## config.mk

```make
export PLATFORM = sky130hd
export DESIGN_NAME = rpn_character_calculator_top
export DESIGN_NICKNAME = d
export VERILOG_FILES = /design/src/sv/rpn_pkg.sv /design/src/sv/rpn_character_calculator_top.sv
export VERILOG_INCLUDE_DIRS = /design/src /design/src/sv
export SDC_FILE = /design/constraint.sdc
export NUM_CORES = 2
export LEC_CHECK = 0
export BUFFER_PORTS_ARGS = -buffer_cell sky130_fd_sc_hd__buf_2
export CAP_MARGIN = 20
export CELL_PAD_IN_SITES_DETAIL_PLACEMENT = 0
export CELL_PAD_IN_SITES_GLOBAL_PLACEMENT = 2
export CORE_MARGIN = 2
export CORE_UTILIZATION = 35
export CTS_BUF_LIST = sky130_fd_sc_hd__clkbuf_8
export DETAILED_ROUTE_END_ITERATION = 6
export PLACE_DENSITY = 0.64
export RECOVER_POWER = 50
export SLEW_MARGIN = 15
export SYNTH_ARGS = -nofsm -noshare
export SYNTH_HDL_FRONTEND = slang
export SYNTH_SLANG_ARGS = --single-unit
```

## constraint.sdc

```tcl
create_clock -name clock -period 8.7 [get_ports clock]
set_input_delay 0.87 -clock clock [delete_from_list [all_inputs] [get_ports clock]]
set_output_delay 0.87 -clock clock [all_outputs]
set_load 0.05 [all_outputs]
```

## src/sv/rpn_character_calculator_top_macros.svh

```systemverilog
// Assertion macros shared by the calculator RTL.
`ifndef RPN_CHARACTER_CALCULATOR_TOP_MACROS_SVH
`define RPN_CHARACTER_CALCULATOR_TOP_MACROS_SVH

// The condition holds at every clock edge outside reset.
`define RPN_ASSERT_ALWAYS(name, cond, msg) \
   name: assert property (@(posedge clock) disable iff (reset) (cond)) else $error(msg);

// The consequent holds in the same cycle as the antecedent.
`define RPN_ASSERT_SAME(name, ante, cons, msg) \
   name: assert property (@(posedge clock) disable iff (reset) (ante) |-> (cons)) \
      else $error(msg);

// The consequent holds in the cycle after the antecedent.
`define RPN_ASSERT_NEXT(name, ante, cons, msg) \
   name: assert property (@(posedge clock) disable iff (reset) (ante) |=> (cons)) \
      else $error(msg);

`endif

```

## src/sv/rpn_pkg.sv

```systemverilog
`timescale 1ns / 1ps

package rpn_pkg;

   typedef logic [2:0] status_type;

   localparam status_type STATUS_OK       = 3'd0;
   localparam status_type STATUS_CLEARED  = 3'd1;
   localparam status_type STATUS_EMPTY    = 3'd2;
   localparam status_type STATUS_FULL     = 3'd3;
   localparam status_type STATUS_DIV_ZERO = 3'd4;
   localparam status_type STATUS_RANGE    = 3'd5;

   localparam logic [7:0] CH_ENTER  = 8'h45;
   localparam logic [7:0] CH_CLEAR  = 8'h43;
   localparam logic [7:0] CH_PLUS   = 8'h2B;
   localparam logic [7:0] CH_MINUS  = 8'h2D;
   localparam logic [7:0] CH_TIMES  = 8'h2A;
   localparam logic [7:0] CH_DIVIDE = 8'h2F;
   localparam logic [7:0] CH_ZERO   = 8'h30;
   localparam logic [7:0] CH_NINE   = 8'h39;

   localparam int DIV_STEPS = 32;

   typedef enum logic [2:0] {
      S_IDLE,
      S_EXEC,
      S_OPER,
      S_DIV,
      S_OUT
   } state_type;

endpackage

```

## src/sv/rpn_character_calculator_top.sv

```systemverilog
`timescale 1ns / 1ps
// Reverse Polish calculator that takes one character per req transaction.
// 'E' pushes a zero entry, a digit extends the top entry in decimal, the
// operators + - * / combine the top two entries, any other character
// combines them into zero, and 'C' empties the stack for the rest of the
// expression. A character with req_last set closes the expression: one rsp
// transaction then carries the top entry and a status code, with a zero
// value whenever the status is not OK. The stack lives in a synchronous
// memory with the top entry held in a register, so an operator needs one
// memory read of the entry below it. A character is taken only in the idle
// state, so the next one waits until the last is fully handled. A division
// by a nonzero divisor runs the restoring divider, which retires one
// quotient bit per cycle. A closing character also loads the response
// register, waiting while rsp_stall holds an earlier response there.
// While rsp_stall is high the held response stays put and further characters
// are still taken until another response has to be loaded.
// Reset empties the stack, clears the error and clear flags and drops any
// pending response. The memory itself is not cleared.

module rpn_character_calculator_top #(
   parameter int STACK_DEPTH = 32
) (
   input  logic               clock,
   input  logic               reset,
   input  logic               req_valid,
   output logic               req_stall,
   input  logic [7:0]         req_symbol,
   input  logic               req_last,
   output logic               rsp_valid,
   input  logic               rsp_stall,
   output logic signed [31:0] rsp_value,
   output logic [2:0]         rsp_status
);

   `include "rpn_character_calculator_top_macros.svh"

   localparam int CW = $clog2(STACK_DEPTH + 1);
   localparam int AW = $clog2(STACK_DEPTH);
   localparam int DCW = $clog2(rpn_pkg::DIV_STEPS);

   logic [31:0] stack_mem [STACK_DEPTH];

   rpn_pkg::state_type  state_ff, state_in;
   logic [CW-1:0]       count_ff, count_in;
   logic signed [31:0]  top_ff, top_in;
   logic                cleared_ff, cleared_in;
   rpn_pkg::status_type err_ff, err_in;
   logic [7:0]          sym_ff, sym_in;
   logic                last_ff, last_in;
   logic [31:0]         rd_ff;
   logic [31:0]         div_rem_ff, div_rem_in;
   logic [31:0]         div_quot_ff, div_quot_in;
   logic [31:0]         div_den_ff, div_den_in;
   logic                div_neg_ff, div_neg_in;
   logic [DCW-1:0]      div_cnt_ff, div_cnt_in;
   logic                rsp_valid_ff, rsp_valid_in;
   logic signed [31:0]  rsp_value_ff, rsp_value_in;
   rpn_pkg::status_type rsp_status_ff, rsp_status_in;

   logic          mem_we;
   logic          mem_re;
   logic [AW-1:0] mem_waddr;
   logic [AW-1:0] mem_raddr;
   logic [CW-1:0] cnt_m1;
   logic [AW-1:0] cnt_m2;
   logic          req_take;
   logic          active;
   logic          is_digit;
   logic          item_done;
   logic          out_load;
   logic [3:0]    digit;
   logic signed [35:0] cur_ext;
   logic signed [35:0] cur_x10;
   logic signed [35:0] digit_val;
   logic          digit_ovf;
   logic [31:0]   a_mag;
   logic [31:0]   b_mag;
   logic [32:0]   div_shift;
   logic          div_bit;
   logic [31:0]   div_q_next;
   logic [31:0]   div_result;

   assign req_stall  = (state_ff != rpn_pkg::S_IDLE);
   assign req_take   = req_valid && !req_stall;
   assign rsp_valid  = rsp_valid_ff;
   assign rsp_value  = rsp_value_ff;
   assign rsp_status = rsp_status_ff;

   assign cnt_m1    = count_ff - CW'(1);
   assign cnt_m2    = AW'(count_ff - CW'(2));
   assign active    = !cleared_ff && (err_ff == rpn_pkg::STATUS_OK);
   assign is_digit  = (sym_ff >= rpn_pkg::CH_ZERO) && (sym_ff <= rpn_pkg::CH_NINE);
   assign digit     = 4'(sym_ff - rpn_pkg::CH_ZERO);
   assign cur_ext   = 36'(top_ff);
   assign cur_x10   = (cur_ext <<< 3) + (cur_ext <<< 1);
   assign digit_val = top_ff[31] ? (cur_x10 - $signed({32'd0, digit}))
                                 : (cur_x10 + $signed({32'd0, digit}));
   assign digit_ovf = (digit_val[35:31] != 5'b00000) && (digit_val[35:31] != 5'b11111);
   assign out_load  = !rsp_valid_ff || !rsp_stall;

   assign a_mag = top_ff[31] ? (~top_ff + 32'd1) : top_ff;
   assign b_mag = rd_ff[31] ? (~rd_ff + 32'd1) : rd_ff;

   assign div_shift  = {div_rem_ff, div_quot_ff[31]};
   assign div_bit    = (div_shift >= {1'b0, div_den_ff});
   assign div_q_next = {div_quot_ff[30:0], div_bit};
   assign div_result = div_neg_ff ? (~div_q_next + 32'd1) : div_q_next;

   always_comb begin
      item_done = 1'b0;
      case (state_ff)
         rpn_pkg::S_EXEC: begin
            item_done = !active || (sym_ff == rpn_pkg::CH_ENTER) || is_digit ||
                        (sym_ff == rpn_pkg::CH_CLEAR) || (count_ff < CW'(2));
         end
         rpn_pkg::S_OPER: begin
            item_done = (sym_ff != rpn_pkg::CH_DIVIDE) || (top_ff == 32'sd0);
         end
         rpn_pkg::S_DIV: begin
            item_done = (div_cnt_ff == DCW'(rpn_pkg::DIV_STEPS - 1));
         end
         default: begin
            item_done = 1'b0;
         end
      endcase
   end

   always_comb begin
      state_in = state_ff;
      case (state_ff)
         rpn_pkg::S_IDLE: begin
            if (req_take) begin
               state_in = rpn_pkg::S_EXEC;
            end
         end
         rpn_pkg::S_EXEC: begin
            if (!item_done) begin
               state_in = rpn_pkg::S_OPER;
            end else begin
               state_in = last_ff ? rpn_pkg::S_OUT : rpn_pkg::S_IDLE;
            end
         end
         rpn_pkg::S_OPER: begin
            if (!item_done) begin
               state_in = rpn_pkg::S_DIV;
            end else begin
               state_in = last_ff ? rpn_pkg::S_OUT : rpn_pkg::S_IDLE;
            end
         end
         rpn_pkg::S_DIV: begin
            if (item_done) begin
               state_in = last_ff ? rpn_pkg::S_OUT : rpn_pkg::S_IDLE;
            end
         end
         rpn_pkg::S_OUT: begin
            if (out_load) begin
               state_in = rpn_pkg::S_IDLE;
            end
         end
         default: begin
            state_in = rpn_pkg::S_IDLE;
         end
      endcase
   end

   always_comb begin
      count_in      = count_ff;
      top_in        = top_ff;
      cleared_in    = cleared_ff;
      err_in        = err_ff;
      sym_in        = sym_ff;
      last_in       = last_ff;
      div_rem_in    = div_rem_ff;
      div_quot_in   = div_quot_ff;
      div_den_in    = div_den_ff;
      div_neg_in    = div_neg_ff;
      div_cnt_in    = div_cnt_ff;
      rsp_valid_in  = rsp_valid_ff && rsp_stall;
      rsp_value_in  = rsp_value_ff;
      rsp_status_in = rsp_status_ff;
      mem_we        = 1'b0;
      mem_re        = 1'b0;
      mem_waddr     = cnt_m1[AW-1:0];
      mem_raddr     = cnt_m2;
      case (state_ff)
         rpn_pkg::S_IDLE: begin
            if (req_take) begin
               sym_in  = req_symbol;
               last_in = req_last;
            end
         end
         rpn_pkg::S_EXEC: begin
            if (active) begin
               if (sym_ff == rpn_pkg::CH_ENTER) begin
                  if (count_ff == CW'(STACK_DEPTH)) begin
                     err_in = rpn_pkg::STATUS_FULL;
                  end else begin
                     mem_we   = (count_ff != CW'(0));
                     top_in   = 32'sd0;
                     count_in = count_ff + CW'(1);
                  end
               end else if (is_digit) begin
                  if (count_ff == CW'(0)) begin
                     err_in = rpn_pkg::STATUS_EMPTY;
                  end else if (digit_ovf) begin
                     err_in = rpn_pkg::STATUS_RANGE;
                  end else begin
                     top_in = digit_val[31:0];
                  end
               end else if (sym_ff == rpn_pkg::CH_CLEAR) begin
                  count_in   = CW'(0);
                  cleared_in = 1'b1;
               end else if (count_ff < CW'(2)) begin
                  err_in = rpn_pkg::STATUS_EMPTY;
               end else begin
                  mem_re = 1'b1;
               end
            end
         end
         rpn_pkg::S_OPER: begin
            if (sym_ff == rpn_pkg::CH_DIVIDE) begin
               if (top_ff == 32'sd0) begin
                  err_in = rpn_pkg::STATUS_DIV_ZERO;
               end else begin
                  div_rem_in  = 32'd0;
                  div_quot_in = b_mag;
                  div_den_in  = a_mag;
                  div_neg_in  = rd_ff[31] ^ top_ff[31];
                  div_cnt_in  = DCW'(0);
               end
            end else begin
               count_in = cnt_m1;
               case (sym_ff)
                  rpn_pkg::CH_PLUS:  top_in = $signed(rd_ff) + top_ff;
                  rpn_pkg::CH_MINUS: top_in = $signed(rd_ff) - top_ff;
                  rpn_pkg::CH_TIMES: top_in = $signed(rd_ff) * top_ff;
                  default:           top_in = 32'sd0;
               endcase
            end
         end
         rpn_pkg::S_DIV: begin
            div_rem_in  = div_bit ? 32'(div_shift - {1'b0, div_den_ff}) : div_shift[31:0];
            div_quot_in = div_q_next;
            div_cnt_in  = div_cnt_ff + DCW'(1);
            if (item_done) begin
               top_in   = div_result;
               count_in = cnt_m1;
            end
         end
         rpn_pkg::S_OUT: begin
            if (out_load) begin
               rsp_valid_in = 1'b1;
               rsp_value_in = 32'sd0;
               if (cleared_ff) begin
                  rsp_status_in = rpn_pkg::STATUS_CLEARED;
               end else if (err_ff != rpn_pkg::STATUS_OK) begin
                  rsp_status_in = err_ff;
               end else if (count_ff == CW'(0)) begin
                  rsp_status_in = rpn_pkg::STATUS_EMPTY;
               end else begin
                  rsp_status_in = rpn_pkg::STATUS_OK;
                  rsp_value_in  = top_ff;
               end
               count_in   = CW'(0);
               cleared_in = 1'b0;
               err_in     = rpn_pkg::STATUS_OK;
            end
         end
         default: begin
            count_in = count_ff;
         end
      endcase
   end

   always_ff @(posedge clock) begin
      if (mem_we) begin
         stack_mem[mem_waddr] <= top_ff;
      end
      if (mem_re) begin
         rd_ff <= stack_mem[mem_raddr];
      end
   end

   always_ff @(posedge clock) begin
      if (reset) begin
         state_ff     <= rpn_pkg::S_IDLE;
         count_ff     <= '0;
         cleared_ff   <= 1'b0;
         err_ff       <= rpn_pkg::STATUS_OK;
         rsp_valid_ff <= 1'b0;
         div_cnt_ff   <= '0;
      end else begin
         state_ff     <= state_in;
         count_ff     <= count_in;
         cleared_ff   <= cleared_in;
         err_ff       <= err_in;
         rsp_valid_ff <= rsp_valid_in;
         div_cnt_ff   <= div_cnt_in;
      end
   end

   always_ff @(posedge clock) begin
      top_ff        <= top_in;
      sym_ff        <= sym_in;
      last_ff       <= last_in;
      div_rem_ff    <= div_rem_in;
      div_quot_ff   <= div_quot_in;
      div_den_ff    <= div_den_in;
      div_neg_ff    <= div_neg_in;
      rsp_value_ff  <= rsp_value_in;
      rsp_status_ff <= rsp_status_in;
   end

   `RPN_ASSERT_ALWAYS(a_count_bound, count_ff <= CW'(STACK_DEPTH), "stack count overflow")
   `RPN_ASSERT_SAME(a_err_value_zero, rsp_valid_ff && (rsp_status_ff != rpn_pkg::STATUS_OK),
      rsp_value_ff == 32'sd0, "nonzero value with error status")
   `RPN_ASSERT_NEXT(a_out_resets, (state_ff == rpn_pkg::S_OUT) && out_load,
      (count_ff == CW'(0)) && !cleared_ff && (err_ff == rpn_pkg::STATUS_OK),
      "stack not reset after response")
   `RPN_ASSERT_NEXT(a_div_start, (state_ff == rpn_pkg::S_OPER) &&
      (sym_ff == rpn_pkg::CH_DIVIDE) && (top_ff != 32'sd0),
      (state_ff == rpn_pkg::S_DIV) && (div_cnt_ff == DCW'(0)), "divider did not start")

endmodule

```

==> metrics.md <==
| Metric | Value |
|---|---|
| Outcome | `finished, violations left` |
| Failing checks | `max-capacitance violations, max-slew violations` |
| Total I/O pin count | `50` |
| Wire length of the first global-routing pass | `338,000 um` |
| Sum of routed wire length over all layers | `235,000 um` |
| Slew of the pin with the lowest slew margin | `3180 ps` |
| First-pass iteration count of the detailed router | `6` |
| Yosys reg bits | `1,248` |
| Crit end category | `flop` |
| Worst slew margin relative to its limit | `-112%` |
| Detail Placement HPWL | `156,000 um` |
| Die height | `460 um` |
| Starting Density | `35.2%` |
| Top cell type's share of synthesized area | `50.7%` |
| Synthesis warning total | `0` |
| Number of cells traversed by the worst hold path | `1` |
| Yosys cell types | `95` |
| Simple-gate share of the synthesized area | `9.13%` |
| TritonCTS Buffers | `205` |
| IO Port Bufs | `49` |
| Antenna violations before repair | `21` |
| Final Max Tran Viols | `474` |
| Final setup violation count | `0` |
| Post-route worst setup slack | `292 ps` |
| Total grt overflow | `0` |
| Vias | `44,600` |
| H-Tree Depth | `4` |
| Commonest cells in the netlist | `sky130_fd_sc_hd__edfxtp_1 (1,229), sky130_fd_sc_hd__inv_1 (501), sky130_fd_sc_hd__nand2_1 (417)` |
| Top fanout value on the critical path | `40` |
| Largest family of logic cells by synthesized area | `adder cells` |
| Number of max-cap violations | `12` |
| Routability Congestion | `0.840` |
| Worst Hold Class | `input pin to flop` |
| Source of the worst hold timing path | `req_symbol[6]` |
| Required arrival time at the worst endpoint | `9380 ps` |
| Origin of the worst setup path | `top_ff[26]` |
| Post-synthesis async set-or-reset flop share | `0%` |
| Cell type with the highest aggregate area in the netlist | `sky130_fd_sc_hd__edfxtp_1` |
| Final period util | `96.6%` |
| Xor and xnor fraction of the mapped netlist area | `3.79%` |
| Number of enable flip-flop cells after synthesis | `1,229` |
| DRC errors left | `0` |
| P&R area growth vs syn | `11.6%` |
| Part of the Yosys area used for sequential elements | `51.2%` |
| Average vias per placed instance | `5.30` |
| Path depth of the worst reg2reg path | `20` |
| Post-synthesis compound-gate area fraction | `5.40%` |
| Cts hold-fix bufs | `1` |
| Number of nets in the layout | `6,143` |
| Synthesized area per cell | `13.8 um2` |
| Top post-synthesis cells by area | `sky130_fd_sc_hd__edfxtp_1 (51%), sky130_fd_sc_hd__fa_1 (11%), sky130_fd_sc_hd__mux4_2 (9.9%)` |
| Cell with the most instances after synthesis | `sky130_fd_sc_hd__edfxtp_1` |
| Placeable core region | `207,000 um2` |
| Max Clock Skew | `103 ps` |
| Count of nets left with antenna violations after detail routing | `0` |
| Detail-routed net length per standard cell | `27.9 um` |
| Summed negative setup slack over all endpoints | `0 ps` |
| Floorplan die area | `212,000 um2` |
| Overall fraction of global-route tracks in use | `22.3%` |
| Most instantiated flip-flop cell in the synthesis netlist | `sky130_fd_sc_hd__edfxtp_1` |
| Arrival time at the worst endpoint | `9090 ps` |
| Die Span X | `460 um` |
| Max Root-Sink Buffers | `3` |
| Synthesized Nets | `5,957` |
| Crit path time final | `8410 ps` |
| Clock root cell | `sky130_fd_sc_hd__clkbuf_8` |
| Synthesized instance count | `5,265` |
| Proportion of layout cells with a drive suffix above 1 | `15.6%` |
| CP startpoint kind | `flop` |
| Worst setup slack after placement | `470 ps` |
| Clock latency on the worst-skew pair | `970 ps` |
| Final number of hold-violating endpoints | `0` |
| Worst Path Class, Setup | `flop to flop` |
| Post-cts gate resize count | `0` |
| Adder-cell share of the synthesized area | `15.9%` |
| Maximum clock rate | `119 MHz` |
| Mux share of post-synthesis cell area | `10.6%` |
| Summed instance area of the synthesized netlist | `72,800 um2` |
| Unrepaired setup endpoints after global routing | `false` |
| Site row count | `167` |
| Clock slew at reported path FFs | `60 ps` |
| DRC marker count from the first detailed-route iteration | `4,093` |
| Number of global-route vias before repair | `46,100` |
| Clock tree from TritonCTS | `done` |
| Largest net degree at the start of global routing | `141` |
| Worst reg2reg path startpoint | `top_ff[26]` |
| Clock sink count | `1,248` |
| Number of buffers inserted to repair setup after CTS | `0` |
-- cells by family (layout without fill, tap and decap cells) --
kind of cell / Yosys count / count (layout)
AOI/OAI and AO/OA: 588 / 588
and+or+nand+nor: 1302 / 1302
xor gates and xnor gates: 312 / 312
other: 0 / 9
DFF: 1248 / 1248
buffers and inverters: 769 / 1128
adders and majority gates: 679 / 679
muxes: 367 / 367
-- final cells by class --
| type | instances | area (um2) |
|---|---|---|
| sequential | 1248 | 37300 |
| tap | 2788 | 3490 |
| clock buffer | 208 | 2860 |
| inverter | 502 | 1880 |
| multi-input combinational | 3248 | 33000 |
| antenna | 9 | 22.5 |
| fill | 19700 | 126000 |
| clock inverter | 172 | 1170 |
| timing repair buffer | 246 | 1650 |
-- worst paths after layout --
path / endpoint / slack (ps)
worst max-delay path: top_ff[31] / 290
worst min-delay path: sym_ff[6] / 120
worst max register to register: top_ff[31] / 290
worst min register to register: err_ff[1] / 500
-- critical path: stages (launching register included) --
cell                       delay [ps]
sky130_fd_sc_hd__edfxtp_1         600
sky130_fd_sc_hd__clkbuf_1        2290
sky130_fd_sc_hd__and2_1           360
sky130_fd_sc_hd__ha_1             160
sky130_fd_sc_hd__inv_1             50
sky130_fd_sc_hd__fa_1             420
sky130_fd_sc_hd__fa_1             450
sky130_fd_sc_hd__fa_1             460
sky130_fd_sc_hd__fa_1             500
sky130_fd_sc_hd__fa_1             390
sky130_fd_sc_hd__xnor2_1          140
sky130_fd_sc_hd__xnor2_1          230
sky130_fd_sc_hd__xnor2_1          170
sky130_fd_sc_hd__xnor2_1          120
sky130_fd_sc_hd__xnor2_1          410
sky130_fd_sc_hd__xnor2_1          270
sky130_fd_sc_hd__o21ai_0          210
sky130_fd_sc_hd__a22oi_1          200
sky130_fd_sc_hd__o21ai_0          140
sky130_fd_sc_hd__a211o_1          310
sky130_fd_sc_hd__a221o_1          270
-- flip-flops by register name, indices dropped and copies added (netlist names) --
register and cells:
div_neg_ff 1, div_cnt_ff 5, div_rem_ff 32, cleared_ff 1
count_ff 6, div_den_ff 32, sym_ff 8, rsp_value 32
rsp_valid 1, div_quot_ff 32, state_ff 3, stack_mem 1024
top_ff 32, rsp_status 3, rd_ff 32, err_ff 3
last_ff 1
-- cell usage in the layout, fill, tap and decap left out, types with 25 or more instances in the layout --
cell type	synthesis	layout
sky130_fd_sc_hd__nand2b_1	32	32
sky130_fd_sc_hd__inv_1	501	568
sky130_fd_sc_hd__nand3_1	45	45
sky130_fd_sc_hd__a21o_1	50	50
sky130_fd_sc_hd__buf_4	1	160
sky130_fd_sc_hd__and2_0	0	25
sky130_fd_sc_hd__nor2_4	0	32
sky130_fd_sc_hd__and2_1	399	374
sky130_fd_sc_hd__nor2_1	184	152
sky130_fd_sc_hd__edfxtp_1	1229	1229
sky130_fd_sc_hd__clkinv_2	0	30
sky130_fd_sc_hd__xnor2_1	171	170
sky130_fd_sc_hd__mux4_2	320	320
sky130_fd_sc_hd__o21ai_0	136	137
sky130_fd_sc_hd__nand2_1	417	417
sky130_fd_sc_hd__a21oi_1	135	134
sky130_fd_sc_hd__clkbuf_8	0	208
sky130_fd_sc_hd__mux2_2	34	34
sky130_fd_sc_hd__ha_1	266	265
sky130_fd_sc_hd__xor2_1	139	138
sky130_fd_sc_hd__nor3_1	45	44
sky130_fd_sc_hd__fa_1	413	413
sky130_fd_sc_hd__a22oi_1	27	27
sky130_fd_sc_hd__o31ai_1	38	38
sky130_fd_sc_hd__clkbuf_1	235	66
sky130_fd_sc_hd__clkinv_1	0	48
sky130_fd_sc_hd__or3_1	30	30
-- routing by layer --
| metal | track usage (%) | part of all wire [%] |
|---|---|---|
| met4 | 5.43 | 2.3 |
| met1 | 32.5 | 46 |
| met3 | 2.82 | 5.1 |
| met2 | 35.5 | 47 |
| met5 | 0 | 0.011 |
-- stage by stage --
step	cell area [um2]	hold WS, ps	utilization [%]	instances
final	81300	118	39.3	8421
after global routing	81300	49.0	39.3	8416
after CTS	81500	0.595	39.4	8412
after detailed placement	77500	493	37.4	8031
after global placement	77400	486	37.4	8029
after floorplan	72800	465	-	5265
Power is left out: the tool's default activity adds up to more than one toggle a clock period on the data nets, which glitch-free logic cannot reach.
